[src/rtl/hpt_ram.sv]
// Generic single-write, single-read RAM with registered read data (old data on collision).
`default_nettype none

module hpt_ram #(
    parameter int WIDTH = 8,
    parameter int DEPTH = 256
) (
    input  wire logic                     i_clk,
    input  wire logic                     i_we,
    input  wire logic [$clog2(DEPTH)-1:0] i_waddr,
    input  wire logic [WIDTH-1:0]         i_wdata,
    input  wire logic [$clog2(DEPTH)-1:0] i_raddr,
    output logic      [WIDTH-1:0]         o_rdata
);

    logic [WIDTH-1:0] r_mem [DEPTH];
    logic [WIDTH-1:0] r_rdata;

    always_ff @(posedge i_clk) begin
        if (i_we) begin
            r_mem[i_waddr] <= i_wdata;
        end
        r_rdata <= r_mem[i_raddr];
    end

    assign o_rdata = r_rdata;

endmodule

`default_nettype wire

[config.mk]
export PLATFORM = sky130hd
export DESIGN_NAME = hpt_ram
export DESIGN_NICKNAME = d
export VERILOG_FILES = /design/src/rtl/hpt_ram.sv
export SDC_FILE = /design/constraint.sdc
export NUM_CORES = 2
export LEC_CHECK = 0
export ABC_AREA = 1
export BUFFER_PORTS_ARGS = -buffer_cell sky130_fd_sc_hd__buf_2
export CAP_MARGIN = 5
export CELL_PAD_IN_SITES_DETAIL_PLACEMENT = 0
export CELL_PAD_IN_SITES_GLOBAL_PLACEMENT = 2
export CORE_MARGIN = 2
export CORE_UTILIZATION = 44
export DETAILED_ROUTE_END_ITERATION = 12
export HOLD_SLACK_MARGIN = 0.12
export PLACE_DENSITY = 0.8
export SLEW_MARGIN = 25
export SYNTH_ARGS = -nofsm -noshare
export SYNTH_HDL_FRONTEND = slang
export SYNTH_SLANG_ARGS = --single-unit
[constraint.sdc]
create_clock -name i_clk -period 1.9 [get_ports i_clk]
set_clock_uncertainty 0.15 [all_clocks]
set_input_delay 0.095 -clock i_clk [delete_from_list [all_inputs] [get_ports i_clk]]
set_output_delay 0.095 -clock i_clk [all_outputs]
set_load 0.01 [all_outputs]
After elaboration in Yosys (flattened, before gate mapping)
Memories as Yosys holds them, arrays and structs flattened. A register that Yosys moved wholly into a read port is not among the register bits. Index checks and enable logic that the tools add are counted. Widths: inputs -> output; s select.

Logic and storage cells: 3. Memory bits (writable): 2048. Register bits: 0. Bits in latches: 0. Output and inout port bits: 8. Memory bits (read-only): 0. Memories: 1.

Memory list: r_mem (words 256, bits a word 8, read ports 1, clocked after Yosys merged registers in 1, wr ports 1, line 16) `logic [WIDTH-1:0] r_mem [DEPTH];`.

Magnitude comparators: 0. Div/mod/pow operators: 0. Shift-type cells: 0. Equal/unequal tests: 0. Add/subtract/negate cells: 0. $mul: 0. Muxes and demuxes: 2. Bitwise gates (word level): 0. Reduce and logical (&&, ||, !) cells: 0.

Operator list (count): $mux 1 (2).

Depth between registers and ports, before layout
Depth after elaboration: 2. Gate-level depth with buffers: 15. Depth with buffers taken out: 11.

Least setup slack after synthesis
No wires, ideal clock.

Kind: input-to-reg. Start: input port i_we. End: memory r_mem[162][0] (enable). Setup time: 370 ps. Arrival time: 1216 ps. Data required time: 1380 ps. Setup slack: 164 ps. Cell stages on the path: 4. Cell sequence: clkbuf_1 nand3_1 clkbuf_1 nor2_1.

Cells in the longest elaborated chain, start to end: 2.

RTL lines: from (decl) (line 9) `input wire logic i_we,`; $mux 1 (line 20) `if (i_we) begin`; $mux 1 (not written as such) (line 21) `r_mem[i_waddr] <= i_wdata;`; to (decl) (line 16).

Every way passes these cells.

==> out/summary.txt <==
pin count of the biggest net entering global routing - 99
Area growth syn-to-layout - 20.1%
Die Wd - 439 um
hold_sp - i_waddr[4]
DR vias - 56500
Die ar. - 193000 um^2
FILL cells - 16000
Reg area - 61700 um^2
Remaining Overflow, GRT - 0
Tot Pwr - 99600 uW
Routed Antenna Nets - 0
synth top area cells - edfxtp_1 (74%), nand3_1 (12%), nand2_1 (9.6%)
met3 usage - 3.02%
Tcrit/Tclk final - 99.8%
post-CTS setup buffers - 0
Die Ht - 439 um
crit path DAT - 2.48 ns
PortBufs - 33
max cap viols - 0
RSZ-0062 raised after global routing - true
Cell Area, Synth - 83400 um^2
initial antenna violation count - 11
area of the multi-input gates - 19600 um^2
Top Ports - 34
Avg Inst Size Synth - 11.9 um^2
wire per inst - 24.6 um
outcome - completed
Post-DP Area - 92000 um^2
CP required - 2.48 ns
routed wire length - 252000 um
YS warnings - 0
Core Area - 188000 um^2
GPL Wtd Cong - 0.846
P_leak - 0.0361 uW
post-layout util - 53.3%
All-Layer GR Usage - 26.0%
DR DRC count - 0
Post-Synthesis Cells - 7003
Sink Count - 2056
DRT Pass-1 Iters - 6
worst vdd ir - 0.843 mV
Yosys reg bits - 2056
met1 GRT Util - 35.6%
CP Max Fanout - 1
standard-cell rows - 159
Finished Cell Area - 100000 um^2
sequential area share after synthesis - 73.9%
fin nets - 7586
CTS tree - done
initial core utilization - 44.4%
flop2flop setup slack - 0.003 ns
setup violators final - 0
first-pass GRT wire length - 366000 um
ratio of cells with drive above 1 in the final layout - 15.4%
Tmin final - 1.90 ns
clock transition at the registers of the reported paths - 0.06 ns
maximum operating frequency - 527 MHz
CTS max path bufs - 3
PwrDens - 994 nW/um^2
Most Used Layer, Global Route - met2
Min-Delay Path Class - primary input to flop
post-synth top area share - 73.7%
CTS root buffer - clkbuf_16
Hold Path End - r_mem[229][1]
Slew Limit Fails - 0
final hold vios - 0
CTS buffer count - 212
syn_nets - 7029
Critical R2R Launch - r_mem[95][1]
most frequent cells in the layout - nand2_1 (2099), edfxtp_1 (2048), nand3_1 (1965), buf_4 (575), nor2_1 (266)
vias per cell - 5.51
met2 Usage GRT - 43.3%
hold path depth - 7
Max H-tree Level - 4
hpwl dp - 159000 um
reg-to-reg endpoint - o_rdata[1]
vias in the first global route - 54400
most common cell after layout, fill and taps aside - nand2_1
CP endpoint kind - flop
area leader, netlist - edfxtp_1
Worst Tran Pin Value - 1.00 ns
FF-to-FF path depth - 10
Slew Limit Headroom - 33.1%
startpoint class of the critical path - flop
DR iter-0 viols - 5903
worst skew pair latency - 0.86 ns
CP Class - flop to flop
Yosys cell types - 14
==> critical path: stages (launching register included) <==
cell,delay (ns)
edfxtp_1,0.36
nand2_1,0.09
nand3_1,0.10
nand3_1,0.10
nand3_1,0.15
nand3_1,0.22
nand3_2,0.16
nand3_4,0.15
nand2_1,0.10
nand2_1,0.10
nand2_1,0.08
==> repair_timing <==
action | 4_1_cts | 5_1_grt
hold buffers | 49 | 2
pin swaps | 0 | 3
endpoints found under the hold margin | 3968 | 120
gates resized for setup | 47 | 65
setup endpoints to repair | 10 | 146
==> stage by stage <==
step	hold WS (ns)	cells	worst slack, ns	TNS, ns
2_1_floorplan	0.0439	7003	0.164	0
3_3_place_gp	0.266	9792	-0.997	-6.72
3_5_place_dp	0.273	9792	-1.01	-6.55
4_1_cts	0.121	10200	0.00132	0
5_1_grt	0.121	10200	-0.0129	-0.0581
6_report	0.153	10200	0.00337	0
==> where the power goes <==
| part | internal [uW] | total [uW] | switching, uW | leakage, uW |
|---|---|---|---|---|
| logic | 2170 | 6980 | 4810 | 0.0142 |
| registers | 50000 | 50000 | 67.2 | 0.0185 |
| clock network | 25000 | 42500 | 17500 | 0.00346 |
| total | 77200 | 99600 | 22400 | 0.0361 |
==> cell families after synthesis <==
group | after synthesis | synth area share [%]
DFF | 2056 | 73.9
buffers and inverters | 522 | 3.12
and+or+nand+nor | 4425 | 22.9
==> cells in the mapped netlist <==
cell type / count
inv_2: 2
nand3_1: 2019
edfxtp_1: 2048
inv_4: 1
buf_6: 16
nor2_1: 283
buf_8: 1
dfxtp_1: 8
inv_1: 36
clkbuf_1: 112
buf_4: 46
nand2_1: 2123
buf_2: 268
buf_1: 40
==> registers in the layout (all words and copies together) (netlist names) <==
name     flops
r_mem     2048
o_rdata      8
==> routing by layer <==
metal,up-vias,wire length (um)
met5,-,0
met4,0,7720
met3,365,16100
met2,1991,123000
met1,28100,105000
li1,26000,-
==> area by class of cell <==
cell class / count / share of cell area [%]
diodes: 3 / 0.00750
clock buffers: 260 / 5.60
clock inverters: 135 / 1.52
inverters: 39 / 0.180
multi-input cells: 4425 / 19.6
flip-flops and latches: 2056 / 61.6
well taps: 2495 / 3.12
repair buffers: 826 / 8.40
==> worst max-delay path by stage <==
| stage | endpoint | cells after the start | from |
|---|---|---|---|
| floorplan | r_mem[162][0] | 4 | i_we |
| global placement | o_rdata[3] | 15 | i_raddr[0] |
| detailed placement | o_rdata[3] | 15 | i_raddr[0] |
| CTS | o_rdata[3] | 10 | r_mem[95][3] |
| global route | o_rdata[5] | 11 | r_mem[161][5] |
| finish | o_rdata[1] | 10 | r_mem[95][1] |
Note: power is estimated with default switching activity, not from simulation.
