`src/rtl/hpt_pkg.sv`:
```
// Shared types and constants for the handle packed table.
`default_nettype none

package hpt_pkg;

    localparam int SLOTS    = 256;
    localparam int IDX_W    = $clog2(SLOTS);
    localparam int CNT_W    = IDX_W + 1;
    localparam int HANDLE_W = 16;
    localparam int DENSE_W  = 8;

    typedef enum logic [1:0] {
        OP_ADD      = 2'd0,
        OP_REMOVE   = 2'd1,
        OP_CONTAINS = 2'd2,
        OP_LOOKUP   = 2'd3
    } t_op;

    typedef enum logic [1:0] {
        ST_OK     = 2'd0,
        ST_FULL   = 2'd1,
        ST_ABSENT = 2'd2
    } t_status;

    typedef struct packed {
        t_op                 operation;
        logic [HANDLE_W-1:0] handle;
    } t_in_item;

    typedef struct packed {
        t_status             status;
        logic                found;
        logic [HANDLE_W-1:0] new_handle;
        logic [DENSE_W-1:0]  dense_index;
        logic [DENSE_W-1:0]  moved_from;
        logic [DENSE_W-1:0]  moved_to;
        logic [8:0]          live_count;
    } t_out_item;

    // Free queue controls from the execute stage.
    typedef struct packed {
        logic push;
        logic pop;
    } t_fq_ctl;

endpackage

`default_nettype wire

```
`src/rtl/hpt_ram.sv`:
```
// Generic single-write, single-read RAM with registered read data (old data on collision).
`default_nettype none

module hpt_ram #(
    parameter int WIDTH = 8,
    parameter int DEPTH = 256
) (
    input  wire logic                     i_clk,
    input  wire logic                     i_we,
    input  wire logic [$clog2(DEPTH)-1:0] i_waddr,
    input  wire logic [WIDTH-1:0]         i_wdata,
    input  wire logic [$clog2(DEPTH)-1:0] i_raddr,
    output logic      [WIDTH-1:0]         o_rdata
);

    logic [WIDTH-1:0] r_mem [DEPTH];
    logic [WIDTH-1:0] r_rdata;

    always_ff @(posedge i_clk) begin
        if (i_we) begin
            r_mem[i_waddr] <= i_wdata;
        end
        r_rdata <= r_mem[i_raddr];
    end

    assign o_rdata = r_rdata;

endmodule

`default_nettype wire

```
`src/rtl/hpt_free_queue.sv`:
```
// Free handle queue: circular buffer that starts out holding every handle in order.
`default_nettype none

module hpt_free_queue
    import hpt_pkg::*;
(
    input  wire logic             i_clk,
    input  wire logic             i_rst_n,
    input  wire t_fq_ctl          i_ctl,
    input  wire logic [IDX_W-1:0] i_push_handle,
    output logic      [IDX_W-1:0] o_head
);

    logic [IDX_W-1:0] r_rd_ptr, n_rd_ptr;
    logic [IDX_W-1:0] r_wr_ptr;
    logic             r_wrapped;
    logic [IDX_W-1:0] r_raddr;
    logic             r_fwd_en;
    logic [IDX_W-1:0] r_fwd_addr;
    logic [IDX_W-1:0] r_fwd_data;
    logic [IDX_W-1:0] ram_q;
    logic             written;

    // Head read is issued for the pointer after this cycle's pop.
    assign n_rd_ptr = r_rd_ptr + IDX_W'(i_ctl.pop);

    hpt_ram #(
        .WIDTH (IDX_W),
        .DEPTH (SLOTS)
    ) u_ram (
        .i_clk   (i_clk),
        .i_we    (i_ctl.push),
        .i_waddr (r_wr_ptr),
        .i_wdata (i_push_handle),
        .i_raddr (n_rd_ptr),
        .o_rdata (ram_q)
    );

    always_ff @(posedge i_clk) begin
        if (!i_rst_n) begin
            r_rd_ptr  <= '0;
            r_wr_ptr  <= '0;
            r_wrapped <= 1'b0;
            r_fwd_en  <= 1'b0;
        end else begin
            r_rd_ptr <= n_rd_ptr;
            r_fwd_en <= i_ctl.push;
            if (i_ctl.push) begin
                r_wr_ptr <= r_wr_ptr + IDX_W'(1);
                if (r_wr_ptr == IDX_W'(SLOTS - 1)) begin
                    r_wrapped <= 1'b1;
                end
            end
        end
    end

    always_ff @(posedge i_clk) begin
        r_raddr    <= n_rd_ptr;
        r_fwd_addr <= r_wr_ptr;
        r_fwd_data <= i_push_handle;
    end

    // Entries not yet written in the first lap still hold their own index.
    assign written = r_wrapped || (r_raddr < r_wr_ptr);

    always_comb begin
        priority if (r_fwd_en && (r_fwd_addr == r_raddr)) begin
            o_head = r_fwd_data;
        end else if (written) begin
            o_head = ram_q;
        end else begin
            o_head = r_raddr;
        end
    end

endmodule

`default_nettype wire

```
`config.mk`:
```
export PLATFORM = sky130hd
export DESIGN_NAME = hpt_free_queue
export DESIGN_NICKNAME = d
export VERILOG_FILES = /design/src/rtl/hpt_pkg.sv /design/src/rtl/hpt_ram.sv /design/src/rtl/hpt_free_queue.sv
export SDC_FILE = /design/constraint.sdc
export NUM_CORES = 2
export LEC_CHECK = 0
export BUFFER_PORTS_ARGS = -buffer_cell sky130_fd_sc_hd__buf_2
export CAP_MARGIN = 5
export CORE_ASPECT_RATIO = 0.7
export CORE_MARGIN = 4
export CORE_UTILIZATION = 45
export DETAILED_ROUTE_END_ITERATION = 10
export SLEW_MARGIN = 20
export SYNTH_ARGS = -nofsm -noshare
export SYNTH_HDL_FRONTEND = slang
export SYNTH_SLANG_ARGS = --single-unit
export TNS_END_PERCENT = 5
```
`constraint.sdc`:
```
create_clock -name i_clk -period 11.1 [get_ports i_clk]
set_input_delay 1.665 -clock i_clk [delete_from_list [all_inputs] [get_ports i_clk]]
set_output_delay 1.665 -clock i_clk [all_outputs]
set_load 0.005 [all_outputs]
```
# ---- Yosys cells after proc, flatten, opt, wreduce, memory -nomap -nowiden
# Memories as Yosys holds them, arrays and structs flattened. A register that Yosys moved wholly into a read port is not among the register bits.
# Cells that the tools add are included.
dict set report op_classes {
  addsub 2
  mul 0
  div 0
  n_lt_le_gt_ge 1
  n_eq_ne 2
  shift 0
  mux 4
  bitwise_logic 0
  n_reduce_logical 3
}
# op count
set op_table {}
lappend op_table {{$mux 8} 2}
lappend op_table {{$add 8x1->8} 1}
lappend op_table {{$add 8x1->8 const B} 1}
lappend op_table {{$eq 8x8->1} 1}
lappend op_table {{$eq 8x8->1 const B} 1}
lappend op_table {{$lt 8x8->1} 1}
lappend op_table {{$mux 1} 2}
lappend op_table {{$reduce_and 2->1} 1}
lappend op_table {{$logic_and 1x1->1} 1}
lappend op_table {{$logic_or 1x1->1} 1}
dict set report totals {
  regBits 42
  latchBits 0
  ramBits 2048
  mem_bits_ro 0
  input_bits 12
  out_inout_bits 8
  elab_cells 20
  mem_count 1
}
# name words width read_ports rd_ports_with_merged_regs wr line_no
set memory_table {}
lappend memory_table {u_ram.r_mem 256 8 1 1 1 hpt_ram.sv:16} ;# logic [WIDTH-1:0] r_mem [DEPTH];

# ---- Logic depth before layout (Yosys ltp)
dict set report logic_depth {
  ltp_word 4
  ltp_mapped 11
  ltp_nobuf 9
}

# ---- Modules after synthesis
# A second synthesis with hierarchy kept.
dict set report hier_totals {
  hier_cells 3912
  hier_area_um2 81384.3
}
# mod instances cells_per_inst area_each_um2 seq_area_each_um2
set modules_own_cells {}
lappend modules_own_cells {hpt_ram 1 3733 79556.3 61659.1}
lappend modules_own_cells {hpt_free_queue 1 179 1828.0 840.8}

# ---- Least setup slack after synthesis
# Ideal clock, no wire load.
dict set report synth_timing {
  path_type {input-to-reg}
  start {input i_ctl[0] in the netlist's numbering}
  end {register u_ram.r_rdata[5], in the netlist u_ram.o_rdata[5] (read register of u_ram.r_mem)}
  setup_ns 0.138
  arrival_ns 4.528
  required_time_ns 10.962
  setup_slack_ns 6.434
  path_stages 11
  path_buffers 4
  path_cell_list {ha_1 > ha_1 > buf_2 > buf_2 > buf_1 > clkbuf_1 > mux4_2 > mux4_2 > a221o_1 > a22oi_1 > o221ai_1}
}
dict set report synth_via {
  elab_chain_len 1
}
# item line_no
set synth_rtl {}
lappend synth_rtl {{start: declaration} hpt_free_queue.sv:9} ;# input wire t_fq_ctl i_ctl,
lappend synth_rtl {{$add 8x1->8} hpt_free_queue.sv:25} ;# assign n_rd_ptr = r_rd_ptr + IDX_W'(i_ctl.pop);
lappend synth_rtl {{named net n_rd_ptr[1]} hpt_free_queue.sv:14} ;# logic [IDX_W-1:0] r_rd_ptr, n_rd_ptr;
lappend synth_rtl {{end: declaration} hpt_ram.sv:17} ;# logic [WIDTH-1:0] r_rdata;
# The timed path passes the listed nets, and every way through them passes these cells.
# A chain may end at the register's enable or synchronous reset.

# ---- Worst setup path in the final report
dict set report layout_timing {
  start {input i_ctl[0] in the netlist's numbering}
  end {register u_ram.r_rdata[2], in the netlist u_ram.o_rdata[2] (read register of u_ram.r_mem)}
}
# The elaborated chain is that of the path after synthesis.

==> results.txt <==
Run status: complete, no violations
H-tree levels: 4
Slew Viols, Final: 0
Max cap viols: 0
Setup TNS: 0 ns
Data arrival, critical path: 6.37 ns
CTS Buf Count: 183
Pwr Density: 184 nW/um^2
Clock root buffer: clkbuf_16
Die extent in y: 362 microns
Yosys top cell by area: edfxtp_1
Final Core Density: 0.504
HP Class: register to register
Slew headroom: 0.221
DR pass1 iterations: 5
Max VDD drop: 0.149 mV
# fillers: 13700
Synth Register Bits: 2098
CTS Buffer Depth: 3
Via density: 6.14
Rows: 129
Pwr Total: 16.4 mW
Nets@finish: 3560
Highest Clock Rate: 0.175 GHz
Drt drc: 0
Synth Warn #: 0
Hold Crit Depth: 0
Leakage: 26.8 nW
Main synth FF type: edfxtp_1
# port buffers: 19
CP delay by family, top: buffers and inverters
Setup WS post-layout: 5.38 ns
Vias post-DR: 37100
FF-to-FF End: u_ram.o_rdata[2]$_DFF_P_
Clock-pin slew on the worst setup and hold paths: 0.07 ns
Synthesized instance count: 3463
Setup bufs post-CTS: 0
EDFF count, synth: 2048
Post-synthesis compound-gate area fraction: 0.0109
Max incr delay on CP: 0.84 ns
Core area: 177000 sq um
Initial Util: 0.455
Area contributors post-synth: edfxtp_1 76%, mux4_2 18%, nor2_1 1.3%
Hold Startpoint: r_wr_ptr[1]$_SDFFE_PN0P_
Worst-path cell chain: buf_2, ha_4, ha_4, buf_4, buf_4, mux4_2, mux4_2, a22o_1, a221oi_1, o221ai_1
Reg-to-Reg Start: r_rd_ptr[0]$_SDFF_PN0_
RSZ-0062 raised after global routing: false
Tmin final: 5.72 ns
Crit start category: primary input
Total clock sinks: 2098
First-pass GRT wire length: 282 mm
Clk_skew: 0.0338 ns
Synth Area in Adders: 0.00202
Seq/Total Area, Yosys: 0.775
CTS tree: done
Cell area after synthesis: 80700 sq um
FF-to-FF path depth: 9
Fin Hold WS: 0.450 ns
Crit path max fanout: 61
Global Route Usage Sum: 0.211
Fin crit share: 0.516
Top Ports: 20
Largest net degree at the start of global routing: 121
Die X: 514 microns
DR iter-0 viols: 5325
Buf/Inv on CP: 3
Hold Buf Count CTS: 0
Place WS: 4.60 ns
Die Area: 186000 sq um
XOR/XNOR Fraction of Synth Area: 0.00206
WHS Endpoint: r_fwd_addr[1]$_DFF_P_
Mux share of post-synthesis cell area: 0.179
Final-report hold violation count: 0
Synthesized net count: 3488
Worst Tran Pin Value: 1.16 ns
Crit Path Class: primary input to register
Library cells used by synthesis: 39
Top-area cell type share of the netlist area: 0.762
Crit end category: register
Resized cells post-CTS: 0
WP data required: 11.75 ns
Routability Congestion: 0.848
Final Setup Violations: 0
Critical path's slowest cell: ha_4
Synth Area per Inst: 23.3 sq um
Post-Synth Simple-Gate Area: 0.0189
Synthesis-to-finish area growth: 10.8%
Largest family of logic cells by synthesized area: multiplexers
Async S/R FF share, synth: 0
ANT nets after route: 0
Initial antenna violation count: 14
DRT Wirelength: 196 mm
Clk_lat worst skew: 0.82 ns
Total gr overflow: 0
Share of cells above drive strength 1: 0.271
Post-DP HPWL: 113 mm
Vias in the first global route: 37000
WL per Instance: 32.5 microns
Setup slack, reg-to-reg: 6.04 ns
==> layer usage <==
| metal | part of all wire | track usage |
|---|---|---|
| met5 | 0 | 0 |
| met4 | 0.022 | 0.0512 |
| met3 | 0.093 | 0.0520 |
| met2 | 0.43 | 0.296 |
| met1 | 0.45 | 0.335 |
==> layout make-up <==
| type | count | area, sq um | area share |
|---|---|---|---|
| repair buffers | 85 | 762 | 0.00853 |
| flip-flops and latches | 2098 | 62500 | 0.699 |
| diodes | 1 | 2.50 | 0.0000280 |
| clock buffers | 241 | 4920 | 0.0551 |
| well taps | 2358 | 2950 | 0.0330 |
| multi-input cells | 1156 | 17300 | 0.194 |
| inverters | 11 | 41.3 | 0.000462 |
| clock inverters | 92 | 871 | 0.00974 |
==> cell usage after synthesis (9+ instances only) <==
library cell,count
mux4_2,640
nor2_1,273
buf_2,41
inv_1,11
buf_4,23
buf_6,11
o21ai_0,11
nand2_1,36
nand3_1,26
nor3_1,11
and2_1,15
edfxtp_1,2048
xnor2_1,11
ha_1,13
clkbuf_1,114
dfxtp_1,50
a221o_1,16
a221oi_1,16
a22o_1,32
buf_1,9
==> kinds of logic (layout without fill, tap and decap cells) <==
kind of cell / count (synthesis) / count (layout)
adder cells (fa/ha/maj): 13 / 13
AO/OA/AOI/OAI: 108 / 108
other: 0 / 1
multiplexers: 641 / 641
flip-flops: 2098 / 2098
buffers and inverters: 209 / 429
AND/OR/NAND/NOR: 375 / 375
XOR/XNOR: 19 / 19
==> where the power goes <==
group / total, mW / leakage [nW] / internal [mW] / switching (mW)
logic: 1.42 / 5.17 / 0.633 / 0.790
registers: 8.71 / 18.8 / 8.70 / 0.00981
clock network: 6.31 / 2.81 / 3.49 / 2.82
total: 16.4 / 26.8 / 12.8 / 3.62
==> worst reg2reg max path: stages, from the launching register on <==
cell,delay [ns]
dfxtp_1,0.32
ha_4,0.18
ha_4,0.84
buf_4,0.63
buf_4,0.87
mux4_2,0.52
mux4_2,0.49
a22o_1,0.24
a221oi_1,0.63
o221ai_1,0.20
==> worst max path at each step <==
stage,startpoint,endpoint,cells past startpoint
after floorplan,i_ctl[0],u_ram.o_rdata[5]$_DFF_P_,11
after global placement,i_ctl[0],u_ram.o_rdata[2]$_DFF_P_,10
after detailed placement,i_ctl[0],u_ram.o_rdata[2]$_DFF_P_,10
after CTS,i_ctl[0],u_ram.o_rdata[2]$_DFF_P_,10
after global routing,i_ctl[0],u_ram.o_rdata[2]$_DFF_P_,10
final,i_ctl[0],u_ram.o_rdata[2]$_DFF_P_,10
==> layout by cell type, fill, tap and decap left out, types with 15 or more instances in the layout <==
cell type  Yosys  routed
edfxtp_1    2048    2048
mux4_2       640     640
nor2_1       273     262
clkbuf_16      0     189
buf_4         23      58
clkbuf_1     114      52
dfxtp_1       50      50
clkinv_1       0      42
nand2_1       36      32
a22o_1        32      32
clkinv_2       0      20
nand3_1       26      18
a221oi_1      16      16
a221o_1       16      16
bufinv_16      0      16
and2_1        15      15
==> state kept, by name, summed over array words and instances (netlist names), 8 cells and up <==
name	count
r_fwd_data	8
u_ram.r_mem	2048
r_fwd_addr	8
u_ram.o_rdata	8
r_raddr	8
r_rd_ptr	8
r_wr_ptr	8
==> stage by stage <==
| step | instances | instance area (sq um) |
|---|---|---|
| 2_1_floorplan | 3463 | 80700 |
| 3_3_place_gp | 5708 | 83500 |
| 3_5_place_dp | 5708 | 83600 |
| 4_1_cts | 6041 | 89400 |
| 5_1_grt | 6041 | 89400 |
| 6_report | 6042 | 89400 |
Power figures use the tool's default switching activity.
